### config.mk
export PLATFORM = sky130hd
export DESIGN_NAME = csv_row_field_splitter_top
export DESIGN_NICKNAME = d
export VERILOG_FILES = /design/src/csvfs_pkg.sv /design/src/csv_row_field_splitter_top.sv /design/src/csvfs_ctrl.sv /design/src/csvfs_datapath.sv
export SDC_FILE = /design/constraint.sdc
export NUM_CORES = 1
export LEC_CHECK = 0
export ABC_CLOCK_PERIOD_IN_PS = 3000
export BUFFER_PORTS_ARGS = -buffer_cell sky130_fd_sc_hd__buf_2
export CORE_MARGIN = 10
export CORE_UTILIZATION = 60
export DETAILED_ROUTE_END_ITERATION = 16
export PLACE_DENSITY_LB_ADDON = 0.25
export SYNTH_ARGS = -nofsm -noshare
export SYNTH_HDL_FRONTEND = slang
export SYNTH_SLANG_ARGS = --single-unit
### constraint.sdc
create_clock -name aclk -period 3 [get_ports aclk]
set_input_delay 0.3 -clock aclk [delete_from_list [all_inputs] [get_ports aclk]]
set_output_delay 0.3 -clock aclk [all_outputs]
set_load 0.01 [all_outputs]
### src/csvfs_pkg.sv
`default_nettype none
// ---------------------------------------------------------------------------
// csvfs_pkg: shared types and constants of the csv row field splitter
// Character codes, row status codes and the control/status bundles that pass
// between the sequencer and the datapath.
// ---------------------------------------------------------------------------
package csvfs_pkg;

    localparam logic [7:0] CH_COMMA = 8'h2C;
    localparam logic [7:0] CH_QUOTE = 8'h22;
    localparam logic [7:0] CH_BSL   = 8'h5C;
    localparam logic [7:0] CH_CR    = 8'h0D;
    localparam logic [7:0] CH_LF    = 8'h0A;
    localparam logic [7:0] CH_SPACE = 8'h20;
    localparam logic [7:0] CH_TAB   = 8'h09;

    localparam logic [1:0] ST_OK    = 2'd0;
    localparam logic [1:0] ST_QUOTE = 2'd1;
    localparam logic [1:0] ST_BLANK = 2'd2;
    localparam logic [1:0] ST_OVF   = 2'd3;

    // commands from the sequencer
    typedef struct packed {
        logic       take;
        logic       scan;
        logic       put_last;
        logic       put_trail;
        logic       put_stat;
        logic       row_done;
        logic [1:0] stat;
    } csvfs_cmd_t;

    // status back to the sequencer
    typedef struct packed {
        logic ev_blank_end;
        logic ev_quote_err;
        logic ev_close;
        logic ev_trail;
        logic ev_field_end;
        logic scan_end;
        logic out_free;
    } csvfs_sts_t;

    // space, tab, lf, vt, ff, cr
    function automatic logic is_ws(input logic [7:0] c);
        return (c == CH_SPACE) || (c >= CH_TAB && c <= CH_CR);
    endfunction

endpackage
`default_nettype wire

### src/csv_row_field_splitter_top.sv
`default_nettype none
// ---------------------------------------------------------------------------
// csv_row_field_splitter_top: splits a csv row into cleaned fields
// Splits at unquoted, unescaped commas, trims whitespace, drops quotes and
// escapes, and flags unmatched quotes, blank row starts and field overflow.
// ---------------------------------------------------------------------------
//  channel | dir | tdata           | tlast      | tuser
//  s_      | in  | [7:0] in_char   | row_last   | -
//  m_      | out | [7:0] out_char  | field_last | [0] char_present, [1] row_done,
//          |     |                 |            | [3:2] row_status
//
//  row bytes are taken one per cycle while the sequencer waits for input; a
//  closing byte starts the replay of the buffered bytes between the trimmed
//  ends through the single read port: buffer read, end-of-scan check and
//  closing beat; a trailing comma or status-only beat adds a beat of its own
//  no input beat is taken while a field is replayed; m_ stalls hold the replay
//  synchronous active-low reset; buffer contents are not cleared
module csv_row_field_splitter_top import csvfs_pkg::*; #(
    parameter int FIELD_MAX = 32
) (
    input  wire logic       aclk,
    input  wire logic       aresetn,
    input  wire logic       s_tvalid,
    output logic            s_tready,
    input  wire logic [7:0] s_tdata,   // [7:0] in_char
    input  wire logic       s_tlast,
    output logic            m_tvalid,
    input  wire logic       m_tready,
    output logic [7:0]      m_tdata,   // [7:0] out_char
    output logic            m_tlast,
    output logic [3:0]      m_tuser    // [0] char_present, [1] row_done, [3:2] row_status
);

    csvfs_cmd_t cmd;
    csvfs_sts_t sts;

    csvfs_ctrl u_ctrl (
        .aclk     (aclk),
        .aresetn  (aresetn),
        .s_tvalid (s_tvalid),
        .s_tready (s_tready),
        .sts      (sts),
        .cmd      (cmd)
    );

    csvfs_datapath #(
        .FIELD_MAX (FIELD_MAX)
    ) u_dp (
        .aclk     (aclk),
        .aresetn  (aresetn),
        .s_tdata  (s_tdata),
        .s_tvalid (s_tvalid),
        .s_tlast  (s_tlast),
        .cmd      (cmd),
        .sts      (sts),
        .m_tvalid (m_tvalid),
        .m_tready (m_tready),
        .m_tdata  (m_tdata),
        .m_tlast  (m_tlast),
        .m_tuser  (m_tuser)
    );

endmodule
`default_nettype wire

### src/csvfs_ctrl.sv
`default_nettype none
// ---------------------------------------------------------------------------
// csvfs_ctrl: sequencer of the csv row field splitter
// Takes row bytes, then walks the datapath through the replay of a closed
// field, its closing beat, a trailing empty field or a status-only beat.
// ---------------------------------------------------------------------------
module csvfs_ctrl import csvfs_pkg::*; (
    input  wire logic       aclk,
    input  wire logic       aresetn,
    input  wire logic       s_tvalid,
    output logic            s_tready,
    input  wire csvfs_sts_t sts,
    output csvfs_cmd_t      cmd
);

    localparam logic [2:0] S_IN    = 3'd0;
    localparam logic [2:0] S_SCAN  = 3'd1;
    localparam logic [2:0] S_LAST  = 3'd2;
    localparam logic [2:0] S_TRAIL = 3'd3;
    localparam logic [2:0] S_STAT  = 3'd4;

    logic [2:0] state_reg, state_next;
    logic       done_reg, done_next;
    logic       trail_reg, trail_next;
    logic [1:0] stat_reg, stat_next;
    logic       acc;

    assign s_tready = (state_reg == S_IN);
    assign acc      = s_tready && s_tvalid;

    always_comb begin
        state_next = state_reg;
        done_next  = done_reg;
        trail_next = trail_reg;
        stat_next  = stat_reg;
        case (state_reg)
            S_IN: begin
                if (acc) begin
                    if (sts.ev_blank_end) begin
                        stat_next  = ST_BLANK;
                        state_next = S_STAT;
                    end else if (sts.ev_quote_err) begin
                        stat_next  = ST_QUOTE;
                        state_next = S_STAT;
                    end else if (sts.ev_close) begin
                        done_next  = 1'b0;
                        trail_next = sts.ev_trail;
                        state_next = S_SCAN;
                    end else if (sts.ev_field_end) begin
                        done_next  = 1'b1;
                        trail_next = 1'b0;
                        state_next = S_SCAN;
                    end
                end
            end
            S_SCAN: begin
                if (sts.scan_end) begin
                    state_next = S_LAST;
                end
            end
            S_LAST: begin
                if (sts.out_free) begin
                    state_next = trail_reg ? S_TRAIL : S_IN;
                end
            end
            S_TRAIL, S_STAT: begin
                if (sts.out_free) begin
                    state_next = S_IN;
                end
            end
            default: begin
                state_next = S_IN;
            end
        endcase
    end

    always_ff @(posedge aclk) begin
        if (!aresetn) begin
            state_reg <= S_IN;
            done_reg  <= 1'b0;
            trail_reg <= 1'b0;
            stat_reg  <= ST_OK;
        end else begin
            state_reg <= state_next;
            done_reg  <= done_next;
            trail_reg <= trail_next;
            stat_reg  <= stat_next;
        end
    end

    always_comb begin
        cmd.take      = s_tready;
        cmd.scan      = (state_reg == S_SCAN);
        cmd.put_last  = (state_reg == S_LAST) && sts.out_free;
        cmd.put_trail = (state_reg == S_TRAIL) && sts.out_free;
        cmd.put_stat  = (state_reg == S_STAT) && sts.out_free;
        cmd.row_done  = done_reg;
        cmd.stat      = stat_reg;
    end

endmodule
`default_nettype wire

### src/csvfs_datapath.sv
`default_nettype none
// ---------------------------------------------------------------------------
// csvfs_datapath: field buffer, row state, replay cleaner and result register
// Buffers the raw bytes of a field with its trimmed bounds, then reads them
// back one per cycle unless the result side stalls, drops quotes and escapes
// and holds each cleaned byte back so the last one can carry the field end mark.
// ---------------------------------------------------------------------------
module csvfs_datapath import csvfs_pkg::*; #(
    parameter int FIELD_MAX = 32
) (
    input  wire logic       aclk,
    input  wire logic       aresetn,
    input  wire logic [7:0] s_tdata,
    input  wire logic       s_tvalid,
    input  wire logic       s_tlast,
    input  wire csvfs_cmd_t cmd,
    output csvfs_sts_t      sts,
    output logic            m_tvalid,
    input  wire logic       m_tready,
    output logic [7:0]      m_tdata,
    output logic            m_tlast,
    output logic [3:0]      m_tuser
);

    localparam int AW = $clog2(FIELD_MAX);
    localparam int LW = $clog2(FIELD_MAX + 1);
    localparam logic [LW-1:0] LEN_MAX = LW'(FIELD_MAX);
    localparam logic [LW-1:0] ONE     = LW'(1);

    logic [7:0] mem [FIELD_MAX];

    // row and field state
    logic [LW-1:0] len_reg, len_next;
    logic [LW-1:0] lo_reg, lo_next;
    logic [LW-1:0] hi_reg, hi_next;
    logic          any_reg, any_next;
    logic          inq_reg, inq_next;
    logic          esc_reg, esc_next;
    logic          start_reg, start_next;
    logic          blank_reg, blank_next;
    logic          ovf_reg, ovf_next;

    // replay state
    logic [LW-1:0] ia_reg, ia_next;
    logic [LW-1:0] pos_reg, pos_next;
    logic          proc_v_reg, proc_v_next;
    logic          sesc_reg, sesc_next;
    logic          sq_reg, sq_next;
    logic          pq_reg, pq_next;
    logic          hold_v_reg, hold_v_next;
    logic [7:0]    hold_c_reg, hold_c_next;
    logic [7:0]    rd_data_reg;

    // result register
    logic          mv_reg, mv_next;
    logic [7:0]    mc_reg, mc_next;
    logic          mp_reg, mp_next;
    logic          ml_reg, ml_next;
    logic          md_reg, md_next;
    logic [1:0]    ms_reg, ms_next;

    logic          acc, blank_now, closed, store, room, wr_en, nonws;
    logic          want_issue, issue, proc_go, p_last, out_free;
    logic          e_v, sesc_p, sq_p, pq_p;
    logic [LW-1:0] pos_inc;

    // input byte decode
    assign acc       = cmd.take && s_tvalid;
    assign blank_now = start_reg ? (s_tdata == CH_CR || s_tdata == CH_LF) : blank_reg;
    assign closed    = !esc_reg && !inq_reg && (s_tdata == CH_COMMA);
    assign store     = !blank_now && !closed;
    assign room      = (len_reg < LEN_MAX);
    assign wr_en     = acc && store && room;
    assign nonws     = !is_ws(s_tdata);

    assign inq_next  = (acc && !blank_now && !esc_reg && s_tdata == CH_QUOTE) ? !inq_reg
                     : (cmd.put_stat || cmd.put_trail || (cmd.put_last && cmd.row_done))
                       ? 1'b0 : inq_reg;

    // replay: one buffered byte read per cycle unless the result side stalls, processed from the read register
    assign want_issue = any_reg && (ia_reg < hi_reg);
    assign pos_inc    = pos_reg + ONE;
    assign p_last     = (pos_inc == hi_reg);
    assign out_free   = !mv_reg || m_tready;
    assign proc_go    = cmd.scan && proc_v_reg && (!e_v || !hold_v_reg || out_free);
    assign issue      = cmd.scan && want_issue && (!proc_v_reg || proc_go);

    always_comb begin
        e_v    = 1'b0;
        sesc_p = sesc_reg;
        sq_p   = sq_reg;
        pq_p   = pq_reg;
        if (sesc_reg) begin
            e_v    = 1'b1;
            sesc_p = 1'b0;
            pq_p   = 1'b0;
        end else if (rd_data_reg == CH_BSL) begin
            sesc_p = 1'b1;
            pq_p   = 1'b0;
        end else if (rd_data_reg == CH_QUOTE) begin
            // a doubled quote inside quotes keeps one, unless it closes the field
            e_v = sq_reg && pq_reg && !p_last;
            if (sq_reg) begin
                pq_p = 1'b1;
            end else begin
                sq_p = 1'b1;
            end
        end else begin
            e_v  = 1'b1;
            pq_p = 1'b0;
        end
    end

    always_comb begin
        len_next    = len_reg;
        lo_next     = lo_reg;
        hi_next     = hi_reg;
        any_next    = any_reg;
        esc_next    = esc_reg;
        start_next  = start_reg;
        blank_next  = blank_reg;
        ovf_next    = ovf_reg;
        ia_next     = ia_reg;
        pos_next    = pos_reg;
        proc_v_next = proc_v_reg;
        sesc_next   = sesc_reg;
        sq_next     = sq_reg;
        pq_next     = pq_reg;
        hold_v_next = hold_v_reg;
        hold_c_next = hold_c_reg;
        mv_next     = mv_reg;
        mc_next     = mc_reg;
        mp_next     = mp_reg;
        ml_next     = ml_reg;
        md_next     = md_reg;
        ms_next     = ms_reg;

        if (acc) begin
            start_next = 1'b0;
            blank_next = blank_now;
            if (!blank_now) begin
                esc_next = !esc_reg && (s_tdata == CH_BSL);
                if (store) begin
                    if (room) begin
                        len_next = len_reg + ONE;
                        if (nonws) begin
                            if (!any_reg) begin
                                lo_next = len_reg;
                            end
                            hi_next  = len_reg + ONE;
                            any_next = 1'b1;
                        end
                    end else begin
                        ovf_next = 1'b1;
                    end
                end
                if (closed || s_tlast) begin
                    ia_next     = lo_next;
                    proc_v_next = 1'b0;
                    sesc_next   = 1'b0;
                    sq_next     = 1'b0;
                    pq_next     = 1'b0;
                    hold_v_next = 1'b0;
                end
            end
        end

        if (issue) begin
            ia_next     = ia_reg + ONE;
            pos_next    = ia_reg;
            proc_v_next = 1'b1;
        end else if (proc_go) begin
            proc_v_next = 1'b0;
        end

        if (m_tready) begin
            mv_next = 1'b0;
        end

        if (proc_go) begin
            sesc_next = sesc_p;
            sq_next   = sq_p;
            pq_next   = pq_p;
            if (e_v) begin
                if (hold_v_reg) begin
                    mv_next = 1'b1;
                    mc_next = hold_c_reg;
                    mp_next = 1'b1;
                    ml_next = 1'b0;
                    md_next = 1'b0;
                    ms_next = ST_OK;
                end
                hold_v_next = 1'b1;
                hold_c_next = rd_data_reg;
            end
        end

        if (cmd.put_last) begin
            mv_next     = 1'b1;
            mc_next     = hold_v_reg ? hold_c_reg : 8'h00;
            mp_next     = hold_v_reg;
            ml_next     = 1'b1;
            md_next     = cmd.row_done;
            ms_next     = (cmd.row_done && ovf_reg) ? ST_OVF : ST_OK;
            hold_v_next = 1'b0;
            len_next    = '0;
            any_next    = 1'b0;
        end
        if (cmd.put_trail) begin
            mv_next = 1'b1;
            mc_next = 8'h00;
            mp_next = 1'b0;
            ml_next = 1'b1;
            md_next = 1'b1;
            ms_next = ovf_reg ? ST_OVF : ST_OK;
        end
        if (cmd.put_stat) begin
            mv_next = 1'b1;
            mc_next = 8'h00;
            mp_next = 1'b0;
            ml_next = 1'b0;
            md_next = 1'b1;
            ms_next = cmd.stat;
        end

        // end of row
        if (cmd.put_stat || cmd.put_trail || (cmd.put_last && cmd.row_done)) begin
            len_next   = '0;
            any_next   = 1'b0;
            esc_next   = 1'b0;
            start_next = 1'b1;
            blank_next = 1'b0;
            ovf_next   = 1'b0;
        end
    end

    always_ff @(posedge aclk) begin
        if (!aresetn) begin
            len_reg    <= '0;
            lo_reg     <= '0;
            hi_reg     <= '0;
            any_reg    <= 1'b0;
            inq_reg    <= 1'b0;
            esc_reg    <= 1'b0;
            start_reg  <= 1'b1;
            blank_reg  <= 1'b0;
            ovf_reg    <= 1'b0;
            ia_reg     <= '0;
            pos_reg    <= '0;
            proc_v_reg <= 1'b0;
            sesc_reg   <= 1'b0;
            sq_reg     <= 1'b0;
            pq_reg     <= 1'b0;
            hold_v_reg <= 1'b0;
            mv_reg     <= 1'b0;
        end else begin
            len_reg    <= len_next;
            lo_reg     <= lo_next;
            hi_reg     <= hi_next;
            any_reg    <= any_next;
            inq_reg    <= inq_next;
            esc_reg    <= esc_next;
            start_reg  <= start_next;
            blank_reg  <= blank_next;
            ovf_reg    <= ovf_next;
            ia_reg     <= ia_next;
            pos_reg    <= pos_next;
            proc_v_reg <= proc_v_next;
            sesc_reg   <= sesc_next;
            sq_reg     <= sq_next;
            pq_reg     <= pq_next;
            hold_v_reg <= hold_v_next;
            mv_reg     <= mv_next;
        end
    end

    always_ff @(posedge aclk) begin
        hold_c_reg <= hold_c_next;
        mc_reg     <= mc_next;
        mp_reg     <= mp_next;
        ml_reg     <= ml_next;
        md_reg     <= md_next;
        ms_reg     <= ms_next;
    end

    // field buffer
    always_ff @(posedge aclk) begin
        if (wr_en) begin
            mem[len_reg[AW-1:0]] <= s_tdata;
        end
        if (issue) begin
            rd_data_reg <= mem[ia_reg[AW-1:0]];
        end
    end

    always_comb begin
        sts.ev_blank_end = blank_now && s_tlast;
        sts.ev_quote_err = !blank_now && !closed && s_tlast && inq_next;
        sts.ev_close     = !blank_now && closed;
        sts.ev_trail     = !blank_now && closed && s_tlast;
        sts.ev_field_end = !blank_now && !closed && s_tlast && !inq_next;
        sts.scan_end     = !want_issue && !proc_v_reg;
        sts.out_free     = out_free;
    end

    assign m_tvalid = mv_reg;
    assign m_tdata  = mc_reg;
    assign m_tlast  = ml_reg;
    assign m_tuser  = {ms_reg, md_reg, mp_reg};

endmodule
`default_nettype wire

# --- Word-level counts from Yosys, hierarchy flattened ---
# Memories as Yosys holds them, arrays and structs flattened. A register that Yosys moved wholly into a read port is not among the register bits.
# Index checks and enable logic that the tools add are counted.
word_totals:
  ff_bits: 70
  mem_bits_rw: 256
  out_inout_bits: 15
  elab_cells: 239
  mem_count: 1
mem_list:
  columns: ["memory", "depth", "word_bits", "read_ports", "rd_clocked_by_memory_dff", "write_ports", "line", "source"]
  rows:
  - ["u_dp.mem", 32, 8, 1, 1, 1, "csvfs_datapath.sv:30", "logic [7:0] mem [FIELD_MAX];"]
op_classes:
  n_addsub: 3
  magnitude_cmp: 4
  n_eq_ne: 25
  mux: 84
  bitwise_logic: 6
  n_reduce_logical: 89
ops:
  columns: ["op", "n"]
  rows:
  - ["1-bit two-way mux", 51]
  - ["6-bit two-way mux", 8]
  - ["8-bit two-way mux", 5]
  - ["8-bit by 6-bit equality test with 1-bit output, second input constant", 4]
  - ["1-bit logical AND", 30]
  - ["3-bit two-way mux", 8]
  - ["2-bit two-way mux", 11]
  - ["3-bit AND reduction", 7]
  - ["6-bit by 1-bit adder with 6-bit output, second input constant", 3]
  - ["2-bit nonzero test", 9]
  - ["8-bit by 4-bit equality test with 1-bit output, second input constant", 2]
  - ["8-bit by 7-bit equality test with 1-bit output, second input constant", 2]
  - ["5-bit AND reduction", 3]
  - ["3-bit nonzero test", 5]
  - ["2-bit inequality test, second input constant", 6]
  - ["3-bit case mux with 4 select lines", 1]
  - ["4-bit AND reduction", 3]
  - ["4-bit nonzero test", 3]
  - ["1-bit zero test", 11]
  - ["1-bit logical OR", 9]
  - ["8-bit by 4-bit >= comparator with 1-bit output, second input constant", 1]
  - ["8-bit by 4-bit <= comparator with 1-bit output, second input constant", 1]
  - ["2-bit OR reduction", 4]
  - ["3-bit by 2-bit equality test with 1-bit output, second input constant", 2]
  - ["14 further kinds", 22]

# --- Depth between registers and ports, before layout ---
depth:
  depth_word: 16
  mapped_depth: 10
  depth_no_buf: 8

# --- Modules after synthesis ---
# From an unflattened synthesis, not the netlist that was laid out.
unflattened:
  hier_cells: 801
  hier_area_um2: 13748.2
modules_own_cells:
  columns: ["module", "n_inst", "cells_per_inst", "area_each_um2", "seq_area_each_um2"]
  rows:
  - ["csvfs_datapath", 1, 752, 13307.8, 9288.9]
  - ["csvfs_ctrl", 1, 49, 440.4, 140.1]

# --- Worst setup path after synthesis ---
# Ideal clock, no wire load.
synth_timing:
  path_type: "register to register"
  startpoint: "register u_dp.ia_reg[0]"
  endpoint: "register u_dp.rd_data_reg[0] (read register of u_dp.mem), data pin"
  t_arrival_ps: 2213
  required_ps: 2740
  path_slack_ps: 528
  stages_incl_launch_ff: 7
  synth_period_minus_slack_ps: 2472
  path_cell_list: "dfxtp_1 > clkbuf_1 > buf_6 > buf_2 > mux4_2 > mux4_2 > mux2_2"
synth_between:
  elab_chain_len: 4
synth_lines:
  columns: ["item", "line", "source"]
  rows:
  - ["start, declared", "csvfs_datapath.sv:44", "logic [LW-1:0] ia_reg, ia_next;"]
  - ["start signal, assigned", "csvfs_datapath.sv:266", "ia_reg <= ia_next;"]
  - ["6-bit less-than comparator", "csvfs_datapath.sv:81", "assign want_issue = any_reg && (ia_reg < hi_reg);"]
  - ["1-bit logical AND", "csvfs_datapath.sv:81", null]
  - ["1-bit logical AND (2 in a row)", "csvfs_datapath.sv:86", "assign issue = cmd.scan && want_issue && (!proc_v_reg || proc_go);"]
  - ["end, declared", "csvfs_datapath.sv:52", "logic [7:0] rd_data_reg;"]
# Parallel ways exist; a longest one is shown, timed or not.
# A chain may end at the register's enable or synchronous reset.

# --- Worst setup path in the final report ---
layout_timing:
  startpoint: "register u_ctrl.state_reg[0]"
  endpoint: "register u_ctrl.stat_reg[1]"
layout_between:
  elab_chain_len: 9
  elab_cells_between_ends: 19
  cone_classes: "eq/ne (3); mux (2); reduce/logical (14)"
layout_lines:
  columns: ["item", "line", "source"]
  rows:
  - ["start, declared", "csvfs_ctrl.sv:22", "logic [2:0] state_reg, state_next;"]
  - ["start signal, assigned", "csvfs_ctrl.sv:84", "state_reg <= state_next;"]
  - ["3-bit equality test (tied with other cells)", "csvfs_ctrl.sv:96", "cmd.put_stat = (state_reg == S_STAT) && sts.out_free;"]
  - ["1-bit logical AND (on tied branches)", null, null]
  - ["1-bit logical OR (tied with other cells)", "csvfs_datapath.sv:77", ": (cmd.put_stat || cmd.put_trail || (cmd.put_last && cmd.row_done))"]
  - ["1-bit logical OR or 1-bit logical AND (tied branches)", "csvfs_datapath.sv:77, csvfs_datapath.sv:76", null]
  - ["1-bit two-way mux or 1-bit logical AND (tied branches)", "csvfs_datapath.sv:78, csvfs_datapath.sv:76", null]
  - ["1-bit two-way mux", "csvfs_datapath.sv:76", "assign inq_next = (acc && !blank_now && !esc_reg && s_tdata == CH_QUOTE) ? !inq_reg"]
  - ["1-bit logical AND", "csvfs_datapath.sv:298", "sts.ev_quote_err = !blank_now && !closed && s_tlast && inq_next;"]
  - ["2-bit nonzero test (no line)", null, null]
  - ["3-bit AND reduction (no line) (*)", null, null]
  - ["end signal, assigned", "csvfs_ctrl.sv:87", "stat_reg <= stat_next;"]
  - ["end, declared", "csvfs_ctrl.sv:25", "logic [1:0] stat_reg, stat_next;"]
# Mark *: on every way between the ends. The rest lies on a longest branch, timed or not.

==> flow_summary.ini <==
[detailed_routing]
ant_nets = 0
vias = 7584
drt_iter0_drc = 767
dr.pass1.iters = 5
wl_per_cell_um = 24.5
drc = 0
wl_um = 29500
drt-vias-per-instance = 6.30

[global_routing]
grt_pass1_wl_um = 45400
grt_pass1_vias = 7702
grt_start_max_net_pins = 48
antenna_found_initial = 3
overflow = 0
track_usage = 0.204

[logic_synthesis]
synth.top_cells.by_area = edfxtp_1 60%, mux4_2 13%, dfxtp_1 8.7%
ys_seq_area_frac = 0.685
synthCells = 809
synth.top_cells.by_count = 274 x edfxtp_1, 80 x mux4_2, 69 x nor2_1
avgSynthCellArea_um2 = 17.0
async_flop_share = 0
syn-num-nets = 833
synth_top_cell_by_area = edfxtp_1
yosysMostFrequentCell = edfxtp_1
synth_seq_cells = 334
synthesis.area_um2 = 13800
synthFlopType = edfxtp_1
synth_cell_types = 77
yosys_warnings = 0
synth_edf_count = 274
synth_top_area_frac = 0.598

[pwr]
p_int_w = 0.00838
p_sw_w = 0.00295
power_w = 0.0113
ir_worst_vdd_uv = 429
p_leak_nw = 5.12
switching_share = 0.261
seqPwrFrac = 0.475
comb_power_share = 0.177
power_density_nw_per_um2 = 727
power.share.clock = 0.348

[cts]
hold_buffers = 0
cts.path.max_buffers = 3
postCtsSetupBuffers = 0
clockRootBuffer = clkbuf_16
numCtsBuffers = 35
cts_resized = 0
cts.sinks = 334
path_clk_slew_ns = 0.06
h-tree-depth = 2
cts_tree = done
clk_latency_ns = 0.52

[final_layout]
syn2layout_area_growth_pct = 13.3
fin_nets = 914
utilization = 0.690
final_cell_area_um2 = 15600
largest_register_ffs = 256
drive_gt1_frac = 0.276

[floorplan]
die_y_um = 171
die_w_um = 171
rows = 55
start_util = 0.610
design.die.area_um2 = 29400
io_pins = 28
core_um2 = 22600

[placed_design]
placed_cell_area_um2 = 14500
dp.final_hpwl_um = 19700
numPortBuffers = 27
gp_congestion = 0.883

[worst_hold_path]
whs_path_depth = 1
min_path_type = in2reg
hold_end = u_dp.mem[0][6]
hp-start = s_tdata[6]

[worst_setup_path]
arrival_ns = 3.21
required_ns = 3.38
crit_path_end_kind = register
worstSetupPathType = reg2reg
reg2reg_from = u_ctrl.state_reg[0]
start_kind = register
reg2reg_slack_ns = 0.17
reg2reg_depth = 8
r2r_end = u_ctrl.stat_reg[1]
cp_max_fo = 11

[timing]
grt_setup_unrepaired = false
worst_pin_slew_ns = 0.812
fin_crit_sh = 0.942
setup_viol = 0
relSlewSlack = 0.453
setup_tns_ns = 0
period_needed_ns = 2.83
hold_viol_final = 0
clock.fmax_mhz = 354
skew_ns = 0.0173
finalMaxSlewViolations = 0

[run_status]
status = finished clean

[job]
cap_violations = 0
[cells by family after synthesis]
logic type      count (synthesis)  synth area share
buf+inv                        59            0.0200
compound gates                 86            0.0459
simple gates                  198            0.0782
flops                         334             0.685
xor+xnor                       12           0.00764
fa+ha+maj                      11            0.0100
mux                           109             0.153
[final cells by class]
cell class | instances | area (um^2)
clock inverters | 20 | 130
clock buffers | 44 | 910
inverters | 20 | 75.1
repair buffers | 83 | 618
flip-flops and latches | 334 | 9430
multi-input cells | 416 | 4050
fillers | 1435 | 6990
well taps | 285 | 357
diodes | 2 | 5.00
[routing by layer]
metal / track usage / share of wire / up-vias
li1: - / - / 3360
met2: 0.331 / 0.49 / 295
met5: 0 / 0.00064 / -
met3: 0.0479 / 0.082 / 47
met4: 0.0684 / 0.022 / 2
met1: 0.268 / 0.40 / 3880
[worst max path at each step]
stage	startpoint	to	slack, ns	depth (start not counted)
floorplan	u_dp.ia_reg[0]	u_dp.rd_data_reg[0]	0.53	6
global placement	s_tdata[7]	u_dp.mem[22][4]	0.35	8
detailed placement	s_tdata[7]	u_dp.mem[6][1]	0.32	8
CTS	u_ctrl.state_reg[0]	u_ctrl.stat_reg[1]	0.31	8
global route	u_ctrl.state_reg[0]	u_ctrl.stat_reg[1]	0.02	8
finish	u_ctrl.state_reg[0]	u_ctrl.stat_reg[1]	0.17	8
[metrics by stage]
step	worst slack [ns]	hold slack, ns	std cells
2_1_floorplan	0.528	0.399	809
3_3_place_gp	0.353	0.424	1138
3_5_place_dp	0.323	0.427	1138
4_1_cts	0.307	0.0585	1202
5_1_grt	0.0152	0.0582	1204
6_report	0.175	0.0702	1204
[layout by cell type, fill, tap and decap left out, drive strengths merged, types with 17 or more instances in the layout]
master	n
a21oi	19
buf	83
clkbuf	44
dfxtp	60
edfxtp	274
inv	23
mux2i	20
mux4	80
nand2	32
nand3	23
nor2	69
o21ai	17
[critical path, cell delays in order (launching register included)]
cell and delay (ns):
dfxtp_1 0.40, nor4b_2 0.48, buf_4 0.22, nand2_1 0.08, nor4_1 0.62, mux2i_1 0.44, nand3_1 0.17, a2bb2oi_1 0.21
nor2_1 0.06
[power groups by stage]
stage	clock, W	combinational, W	sequential, W
2_1_floorplan	0	0.00142	0.00540
3_3_place_gp	0	0.00195	0.00546
3_5_place_dp	0	0.00199	0.00547
4_1_cts	0.00399	0.00200	0.00538
5_1_grt	0.00422	0.00215	0.00540
6_report	0.00394	0.00201	0.00538
Note: power is estimated with default switching activity, not from simulation.
